`src/hdl/lpff_pkg.sv`:
```
// shared types and constants for the length-prefixed frame fifo
// used by the controller, the datapath and the top level
package lpff_pkg;

  localparam int unsigned HEADER_BYTES = 4;
  localparam int unsigned LEN_W        = 10;
  localparam int unsigned BYTE_W       = 8;
  localparam int unsigned STAT_W       = 2;
  localparam int unsigned ACT_W        = 2;
  localparam int unsigned HDR_IDX_W    = 2;

  typedef enum logic [ACT_W-1:0] {
    ACT_WR_BEGIN = 2'd0,
    ACT_WR_BYTE  = 2'd1,
    ACT_RD_BEGIN = 2'd2,
    ACT_RD_BYTE  = 2'd3
  } action_e;

  typedef enum logic [STAT_W-1:0] {
    ST_OK   = 2'd0,
    ST_FULL = 2'd1,
    ST_SEQ  = 2'd2
  } status_e;

  typedef enum logic [3:0] {
    OP_IDLE     = 4'd0,
    OP_SEQ_ERR  = 4'd1,
    OP_NO_FRAME = 4'd2,
    OP_WR_FULL  = 4'd3,
    OP_WR_HDR   = 4'd4,
    OP_WR_BYTE  = 4'd5,
    OP_WR_DROP  = 4'd6,
    OP_RD_LO    = 4'd7,
    OP_RD_HDR   = 4'd8,
    OP_RD_BYTE  = 4'd9
  } dp_op_e;

  typedef struct packed {
    dp_op_e               op;
    logic [HDR_IDX_W-1:0] hdr_idx;
    logic                 hdr_last;
  } dp_cmd_t;

  typedef struct packed {
    logic write_open;
    logic dropping;
    logic read_open;
    logic frame_ready;
    logic frame_fits;
  } dp_stat_t;

endpackage

```
`src/hdl/lpff_ctrl.sv`:
```
// sequencing state machine of the frame fifo
// depends on lpff_pkg, drives the datapath command
module lpff_ctrl import lpff_pkg::*; (
  input  logic                 clk_i,
  input  logic                 rst_ni,
  input  logic                 start,
  input  logic [ACT_W-1:0]     action_i,
  input  dp_stat_t             stat_i,
  output dp_cmd_t              cmd_o,
  output logic                 busy
);

  typedef enum logic [4:0] {
    S_IDLE  = 5'b00001,
    S_WHDR  = 5'b00010,
    S_RLO   = 5'b00100,
    S_RHDR  = 5'b01000,
    S_RBYTE = 5'b10000
  } state_e;

  localparam logic [HDR_IDX_W-1:0] HDR_LAST = HDR_IDX_W'(HEADER_BYTES - 1);

  state_e               state_q, state_d;
  logic [HDR_IDX_W-1:0] cnt_q, cnt_d;

  always_comb begin
    state_d      = state_q;
    cnt_d        = cnt_q;
    cmd_o.op     = OP_IDLE;
    cmd_o.hdr_idx = cnt_q;
    cmd_o.hdr_last = 1'b0;
    unique case (state_q)
      S_IDLE: begin
        if (start) begin
          unique case (action_e'(action_i))
            ACT_WR_BEGIN: begin
              if (stat_i.write_open) begin
                cmd_o.op = OP_SEQ_ERR;
              end else if (!stat_i.frame_fits) begin
                cmd_o.op = OP_WR_FULL;
              end else begin
                cmd_o.op      = OP_WR_HDR;
                cmd_o.hdr_idx = '0;
                cnt_d         = HDR_IDX_W'(1);
                state_d       = S_WHDR;
              end
            end
            ACT_WR_BYTE: begin
              if (!stat_i.write_open) begin
                cmd_o.op = OP_SEQ_ERR;
              end else if (stat_i.dropping) begin
                cmd_o.op = OP_WR_DROP;
              end else begin
                cmd_o.op = OP_WR_BYTE;
              end
            end
            ACT_RD_BEGIN: begin
              if (stat_i.read_open) begin
                cmd_o.op = OP_SEQ_ERR;
              end else if (!stat_i.frame_ready) begin
                cmd_o.op = OP_NO_FRAME;
              end else begin
                state_d = S_RLO;
              end
            end
            ACT_RD_BYTE: begin
              if (!stat_i.read_open) begin
                cmd_o.op = OP_SEQ_ERR;
              end else begin
                state_d = S_RBYTE;
              end
            end
            default: cmd_o.op = OP_IDLE;
          endcase
        end
      end
      S_WHDR: begin
        cmd_o.op       = OP_WR_HDR;
        cmd_o.hdr_last = (cnt_q == HDR_LAST);
        cnt_d          = cnt_q + 1'b1;
        if (cnt_q == HDR_LAST) begin
          state_d = S_IDLE;
        end
      end
      S_RLO: begin
        cmd_o.op = OP_RD_LO;
        state_d  = S_RHDR;
      end
      S_RHDR: begin
        cmd_o.op = OP_RD_HDR;
        state_d  = S_IDLE;
      end
      S_RBYTE: begin
        cmd_o.op = OP_RD_BYTE;
        state_d  = S_IDLE;
      end
      default: state_d = S_IDLE;
    endcase
  end

  always_ff @(posedge clk_i or negedge rst_ni) begin
    if (!rst_ni) begin
      state_q <= S_IDLE;
      cnt_q   <= '0;
    end else begin
      state_q <= state_d;
      cnt_q   <= cnt_d;
    end
  end

  assign busy = (state_q != S_IDLE);

endmodule

```
`config.mk`:
```
export PLATFORM = sky130hd
export DESIGN_NAME = lpff_ctrl
export DESIGN_NICKNAME = d
export VERILOG_FILES = /design/src/hdl/lpff_pkg.sv /design/src/hdl/lpff_ctrl.sv
export SDC_FILE = /design/constraint.sdc
export NUM_CORES = 1
export LEC_CHECK = 0
export ABC_CLOCK_PERIOD_IN_PS = 1500
export BUFFER_PORTS_ARGS = -buffer_cell sky130_fd_sc_hd__buf_2
export CORE_AREA = 5 5 42 44
export CTS_CLUSTER_DIAMETER = 100
export DETAILED_ROUTE_END_ITERATION = 10
export DIE_AREA = 0 0 47 49
export PLACE_DENSITY_LB_ADDON = 0.12
export SYNTH_ARGS = -nofsm -noshare
export SYNTH_HDL_FRONTEND = slang
export SYNTH_SLANG_ARGS = --single-unit
```
`constraint.sdc`:
```
create_clock -name clk_i -period 1.5 [get_ports clk_i]
set_input_delay 0.075 -clock clk_i [delete_from_list [all_inputs] [get_ports clk_i]]
set_output_delay 0.075 -clock clk_i [all_outputs]
set_load 0.05 [all_outputs]
```
* After elaboration in Yosys (flattened, before gate mapping)
Index checks and enable logic that the tools add are counted.
Operators by class: equality and inequality tests 21, mux-type cells 29, add/sub/neg operators 1, reductions and logical operators 4
Operator list (count):
- two-way mux 5 bit | 7
- one-hot mux 5 bit (3 select lines) | 2
- two-way mux 2 bit | 11
- one-hot mux 4 bit (5 select lines) | 1
- one-hot mux 4 bit (4 select lines) | 1
- inequality test 3 bit, second input constant | 5
- two-way mux 3 bit | 3
- inequality test 2 bit, second input constant | 4
- AND reduction 8 bit | 1
- equality test 2 bit, second input constant | 3
- two-way mux 6 bit | 1
- equality test 5 x 1 -> 1 bit, second input constant | 1
- equality test 5 x 2 -> 1 bit, second input constant | 1
- equality test 5 x 3 -> 1 bit, second input constant | 1
- equality test 5 x 4 -> 1 bit, second input constant | 1
- equality test 5 bit, second input constant | 1
- inequality test 5 x 1 -> 1 bit, second input constant | 1
- AND reduction 5 bit | 1
- inequality test 4 x 1 -> 1 bit, second input constant | 1
- one-hot mux 2 bit (2 select lines) | 1
- adder 2 x 1 -> 2 bit, second input constant | 1
- equality test 2 x 1 -> 1 bit, second input constant | 1
- zero test 2 bit | 1
- two-way mux 1 bit | 2
- other kinds (2) | 2
Storage, ports and cells: logic and storage cells 57, output and inout bits 8, flip-flop bits (word level) 7

* Longest topological paths before layout
Gate-level depths: netlist of the first run.
depth in word-level cells 5, depth in mapped cells 4, mapped depth without buffers 4

* Worst setup path after synthesis of the first run
No wires, ideal clock.
path type register -> output, start point register state_q[0], end point output cmd_o[5] (netlist name), cell stages (with the launch flop) 4, path slack -0.685 ns, arrival time 2.110 ns, path buffers 0, cell sequence dfstp_2 > and3b_1 > nand2_1 > o311ai_1
RTL lines:
- from (decl) | line lpff_ctrl.sv:23 | state_e state_q, state_d;
- from (signal assigned) | line lpff_ctrl.sv:106 | state_q <= state_d;
- to (decl) | line lpff_ctrl.sv:9 | output dp_cmd_t cmd_o,

==> qor.csv, run 1 <==
metric,value,unit
regToRegEndpoint,state_q[0]$_DFFE_PN1P_,
synth_area_leaders,"dfrtp_1, dfstp_2, and3_1, nor4b_4, a21oi_1",
via_count,565,
min_period_over_period,1.09,
netlist.area_leader.share,0.282,
grt_overflow,0,
cts_max_level,1,
min_period,1630,ps
power_frac_clock,0.286,
dp_slack,42.1,ps
insertion_delay,260,ps
fmax,614,MHz
crit_end,cmd_o[3],
crit_path_start,state_q[0]$_DFFE_PN1P_,
worstSetupPathDepth,5,
syn_area,533,um^2
max_cap_violations,0,
crit_required,1420,ps
area_delta_synth_final,75.6,%
wl,1500,um
endpoint_kind,output pin,
io_pins,18,
hpwl,1120,um
drive_gt1_frac,0.656,
clk_pin_slew_worst_paths,60,ps
place.port_buffers,17,
r2r_slack,120,ps
firstDrtPassIters,2,
drv_slew,0,
place_congestion,0.794,
drc,0,
clk_path_buf_depth,2,
ant_nets,0,
grt_start_max_net_pins,9,
pwr-share-seq,0.332,
synth_top_area_cell,dfrtp_1,
yosysWarnings,0,
synth_seq_cells,7,
hold_violations,0,
p_sw,212,uW
synth_edf_count,0,
p_total,619,uW
antenna_found_initial,0,
path_buf_inv,2,
min_path_type,in2reg,
cts_made_buffers,3,
grt_pass1_wl,2490,um
ir_drop,0.367,mV
via_per_inst,5.33,
rsz0062_at_grt,true,
slew_headroom,0.621,
synthesis.nets,66,
startpoint_type,register,
crit_family,flip-flops,
start_util,0.380,
cts.sinks,7,
p_per_area,661,nW/um^2
fp.coreArea,1400,um^2
cpPeakStageDelay,520,ps
tightest_slew,555,ps
root_buffer,clkbuf_4,
pwr-share-comb,0.381,
netlist_instances,55,
yosysSeqAreaShare,0.331,
grt_pass1_vias,550,
drtIter0Drc,9,
cp.arrival,1550,ps
die_x,47,um
dieArea,2300,um^2
die-height,49,um
syn_area_per_cell,9.69,um^2
status,"finished, violations left",
fillers,120,
reg2reg_from,cnt_q[0]$_DFFE_PN0P_,
worstPathCellList,and3b_2 -> buf_4 -> and2_4 -> a22o_1 -> buf_6,
slowest_stage,dfstp_2,
gr-usage-all-layers,0.146,
synth_cell_type_count,35,
async_reset_ff_frac,1.00,
wl_per_cell,14.1,um
setup_viol,5,
crit_fanout,3,
fp-row-count,14,
clock_skew,7.69,ps
p_leak,0.000435,uW
p_int,407,uW
worstSetupPathType,reg2out,
reg2regPathDepth,4,
layout_setup_ws,-128,ps
synth_flop_cell,dfrtp_1,
n_antenna_cell,0,
cts_tree,done,
nNetsFinal,102,
violations,negative setup slack,
switching_share,0.343,
-- cell type report --
| cell class | count | area, um^2 | share of cell area |
|---|---|---|---|
| Clock buffer | 4 | 26.3 | 0.0281 |
| Inverter | 3 | 11.3 | 0.0120 |
| Multi-Input combinational cell | 43 | 429 | 0.459 |
| Sequential cell | 7 | 180 | 0.193 |
| Tap cell | 16 | 20.0 | 0.0214 |
| Timing Repair Buffer | 33 | 269 | 0.287 |
-- cells in the mapped netlist, types with 2 or more instances --
| library cell | number |
|---|---|
| a21oi_1 | 4 |
| and2_1 | 2 |
| and3_1 | 4 |
| dfrtp_1 | 6 |
| inv_1 | 3 |
| nand2_1 | 3 |
| nor3b_1 | 2 |
| nor4_1 | 3 |
| o21ai_0 | 2 |
-- registers in the layout, summed over array words and instances, names as in the netlist --
signal,count
state_q,5
cnt_q,2
-- worst register-to-register path, cell delays in order, from the launching register on --
cell and delay, ps:
dfrtp_1 380, ha_2 200, or3b_4 380, a2111oi_4 280, a21oi_1 70
-- routing by layer --
metal,vias to the layer above,global-route usage,wire (um)
met5,-,0,0
met4,0,0.0829,0
met3,0,0.0185,81
met2,13,0.229,822
met1,269,0.185,595
li1,283,-,-
-- stage by stage --
| stage | utilization | instance area (um^2) | TNS, ps | std cells | hold WS (ps) |
|---|---|---|---|---|---|
| 2_1_floorplan | - | 567 | -193 | 55 | -221 |
| 3_3_place_gp | 0.527 | 738 | 0 | 97 | -77.3 |
| 3_5_place_dp | 0.527 | 738 | 0 | 97 | -81.0 |
| 4_1_cts | 0.595 | 833 | -378 | 103 | 118 |
| 5_1_grt | 0.668 | 936 | -841 | 106 | 124 |
| 6_report | 0.668 | 936 | -349 | 106 | 123 |
-- worst min-delay path by stage --
| stage | startpoint | end | slack (ps) | cells past startpoint |
|---|---|---|---|---|
| after floorplan | rst_ni | cnt_q[0]$_DFFE_PN0P_ | -220 | 0 |
| after global placement | rst_ni | state_q[4]$_DFFE_PN0P_ | -80 | 1 |
| after detailed placement | rst_ni | state_q[3]$_DFFE_PN0P_ | -80 | 1 |
| after CTS | action_i[1] | state_q[2]$_DFFE_PN0P_ | 120 | 2 |
| after global routing | action_i[1] | state_q[2]$_DFFE_PN0P_ | 120 | 2 |
| final | action_i[1] | state_q[2]$_DFFE_PN0P_ | 120 | 2 |
-- placed cells by master, fill, tap and decap left out, drive strengths merged --
cell	netlist	routed
o311ai	1	1
nor2b	1	1
nand3b	1	1
nor3b	2	2
buf	2	32
a2111oi	2	2
ha	1	1
dlygate4sd3	0	1
a22o	1	1
nand2	3	3
clkbuf	0	4
nor4	3	3
nor3	2	2
dfrtp	6	6
nor2	1	1
and2	2	2
xnor2	1	1
a31oi	1	1
nand2b	1	1
nor4b	1	1
and3b	1	1
mux2	1	1
a211o	1	1
inv	3	3
and4b	1	1
o21ai	2	2
a21oi	4	4
a311oi	1	1
dfstp	1	1
xor2	1	1
and4	1	1
nand3	1	1
or3b	1	1
and3	4	4
-- power by group through the flow --
stage	Clock [uW]	Combinational, uW	Sequential [uW]
6_report	177	236	206
5_1_grt	199	254	207
4_1_cts	184	217	205
3_5_place_dp	0	189	208
3_3_place_gp	0	188	208
2_1_floorplan	0	122	211
-- kinds of logic (layout without fill, tap and decap cells) --
logic type               Yosys count  in the layout  share of synthesized area
flip-flops                         7              7                      0.331
adder cells (fa/ha/maj)            1              1                     0.0235
AND/OR/NAND/NOR                   26             26                      0.361
multiplexers                       1              1                     0.0211
XOR/XNOR                           2              2                     0.0329
AO/OA/AOI/OAI                     13             13                      0.178
buffers and inverters              5             40                     0.0516
-- timing repair --
action / CTS / global route
setup endpoints to repair: 6 / 9
hold buffers: 1 / 0
buffers inserted: 1 / 3
hold endpoints to repair: 7 / 0
pin swaps: 2 / 5
gates resized for setup: 17 / 22
Note: power is estimated with default switching activity, not from simulation.
==> inputs of run 2 (changes only) <==
==> constraint.sdc (replaced) <==
create_clock -name clk_i -period 1.5 [get_ports clk_i]
set_input_delay 0.075 -clock clk_i [delete_from_list [all_inputs] [get_ports clk_i]]
set_output_delay 0.075 -clock clk_i [all_outputs]
set_load 0.005 [all_outputs]
==> run 2 against run 1 <==
Effect of this change: the run still ends with negative setup slack left; global-route usage fell by 1.7 points; worst hold slack improved by 24 ps; setup slack better by 110 ps; critical path type unchanged; critical endpoint is now cmd_o[5].
==> qor.csv, run 2 (synthesized netlist as in run 1, its figures left out) <==
metric,value,unit,change
clk_path_buf_depth,2,,unchanged
fp-row-count,14,,unchanged
fp.coreArea,1400,um^2,unchanged
whs_endpoint,state_q[4]$_DFFE_PN0P_,,was state_q[2]$_DFFE_PN0P_
holdWs,148,ps,was 123 ps
slowest_stage,dfstp_2,,unchanged
worstSetupPathType,reg2out,,unchanged
regMostFlops,state_q,,unchanged
dp_slack,45.4,ps,was 42.1 ps
whs_path_depth,2,,unchanged
cpPeakStageDelay,520,ps,about the same
min_period,1520,ps,was 1630 ps
violations,negative setup slack,,unchanged
reg2reg_from,state_q[2]$_DFFE_PN0P_,,was cnt_q[0]$_DFFE_PN0P_
p_leak,0.000379,uW,was 0.000435 uW
ir_drop,0.284,mV,was 0.367 mV
via_per_inst,5.26,,was 5.33
slew_headroom,0.699,,was 0.621
die_x,47,um,unchanged
antenna_found_initial,0,,unchanged
die-height,49,um,unchanged
final_common_cell,buf_2,,was buf_4
drv_slew,0,,unchanged
setup_viol,1,,was 5
hold_start,stat_i[2],,was action_i[1]
endpoint_kind,output pin,,unchanged
clock_skew,0.548,ps,was 7.69 ps
cts_made_buffers,3,,unchanged
firstDrtPassIters,4,,was 2
reg_top3,"state_q: 5 flops, cnt_q: 2 flops",,unchanged
grt_start_max_net_pins,10,,was 9
multi_input_area,363,um^2,was 429 um^2
status,"finished, violations left",,unchanged
clk_pin_slew_worst_paths,50,ps,was 60 ps
root_buffer,clkbuf_4,,unchanged
cp.arrival,1450,ps,was 1550 ps
drtIter0Drc,9,,unchanged
startpoint_type,register,,unchanged
layout_common_cells,"buf_2, buf_4, and3_1, a21oi_1",,"was buf_4, buf_2, buf_6"
nNetsFinal,97,,was 102
drc,0,,unchanged
seqCellArea,180,um^2,unchanged
tns,-20.2,ps,was -349 ps
crit_required,1420,ps,about the same
start_util,0.380,,unchanged
hpwl,993,um,was 1120 um
largest_reg_flops,5,,unchanged
min_period_over_period,1.01,,was 1.09
cts.sinks,7,,unchanged
wl_per_cell,12.7,um,was 14.1 um
hold_violations,0,,unchanged
regToRegEndpoint,state_q[0]$_DFFE_PN1P_,,unchanged
place.port_buffers,17,,unchanged
grt_pass1_wl,2220,um,was 2490 um
rsz0062_at_grt,true,,unchanged
grt_overflow,0,,unchanged
insertion_delay,240,ps,was 260 ps
cts_max_level,1,,unchanged
wl,1290,um,was 1500 um
area_delta_synth_final,46.0,%,was 75.6%
grt_pass1_vias,501,,was 550
fillers,139,,was 120
place_congestion,0.770,,was 0.794
fmax,658,MHz,was 614 MHz
worstPathCellList,and3b_2 -> nand2_2 -> o311ai_2 -> buf_2,,was and3b_2 -> buf_4 -> and2_4 -> a22o_1 -> buf_6
dieArea,2300,um^2,unchanged
crit_fanout,4,,was 3
gr-usage-all-layers,0.130,,was 0.146
cts_tree,done,,unchanged
via_count,531,,was 565
p_per_area,649,nW/um^2,was 661 nW/um^2
max_cap_violations,0,,unchanged
r2r_slack,70,ps,was 120 ps
reg2regPathDepth,4,,unchanged
min_path_type,in2reg,,unchanged
tightest_slew,440,ps,was 555 ps
n_antenna_cell,0,,unchanged
drive_gt1_frac,0.529,,was 0.656
layout_setup_ws,-20.2,ps,was -128 ps
ant_nets,0,,unchanged
io_pins,18,,unchanged
## run 2: worst max-delay path: cells and delay by family, from the launching register on
kind	cells	cell delay, ps
buffers and inverters	1	160
flip-flops	1	520
AO/OA/AOI/OAI	1	220
AND/OR/NAND/NOR	2	300
## run 2: how the worst max path moves through the flow
| stage | end | startpoint | cells after the start | slack, ps |
|---|---|---|---|---|
| detailed placement | state_q[0]$_DFFE_PN1P_ | cnt_q[0]$_DFFE_PN0P_ | 4 | 50 |
| global placement | state_q[0]$_DFFE_PN1P_ | cnt_q[0]$_DFFE_PN0P_ | 4 | 90 |
| global route | cmd_o[5] | state_q[1]$_DFFE_PN0P_ | 4 | -120 |
| floorplan | state_q[0]$_DFFE_PN1P_ | cnt_q[0]$_DFFE_PN0P_ | 4 | 130 |
| finish | cmd_o[5] | state_q[0]$_DFFE_PN1P_ | 4 | -20 |
| CTS | cmd_o[5] | state_q[0]$_DFFE_PN1P_ | 4 | -30 |
## run 2: final cells by class
cell class | count | area share
repair buffers | 28 | 0.228
clock buffers | 4 | 0.0338
multi-input cells | 43 | 0.466
well taps | 16 | 0.0257
flip-flops and latches | 7 | 0.232
inverters | 3 | 0.0145
## run 2: repair_timing
| action | 4_1_cts | 5_1_grt |
|---|---|---|
| hold endpoints to repair | 7 | 0 |
| hold buffers | 1 | 0 |
| cloned | 0 | 0 |
| buffers inserted | 3 | 3 |
| pin swaps | 4 | 2 |
| endpoints found under the setup margin | 4 | 7 |
| resized for setup | 10 | 3 |
## run 2: report_power, final
part           switching (uW)  internal, uW  leakage (uW)
registers                7.38           199     0.0000839
clock network            64.7           101     0.0000150
logic                    62.1          70.4      0.000280
## run 2: per-layer routing
layer	vias to the layer above	routed length, um	global-route usage
met4	0	28	0.0829
met1	242	597	0.172
li1	271	-	-
met5	-	0	0
met2	16	583	0.190
met3	2	76	0.0148
## run 2: through the flow
| stage | utilization | std cells | power [uW] | cell area (um^2) |
|---|---|---|---|---|
| global route | 0.555 | 101 | 550 | 778 |
| finish | 0.555 | 101 | 505 | 778 |
| global placement | 0.465 | 90 | 321 | 652 |
| detailed placement | 0.465 | 90 | 321 | 652 |
| floorplan | - | 55 | 273 | 533 |
| CTS | 0.529 | 98 | 505 | 742 |
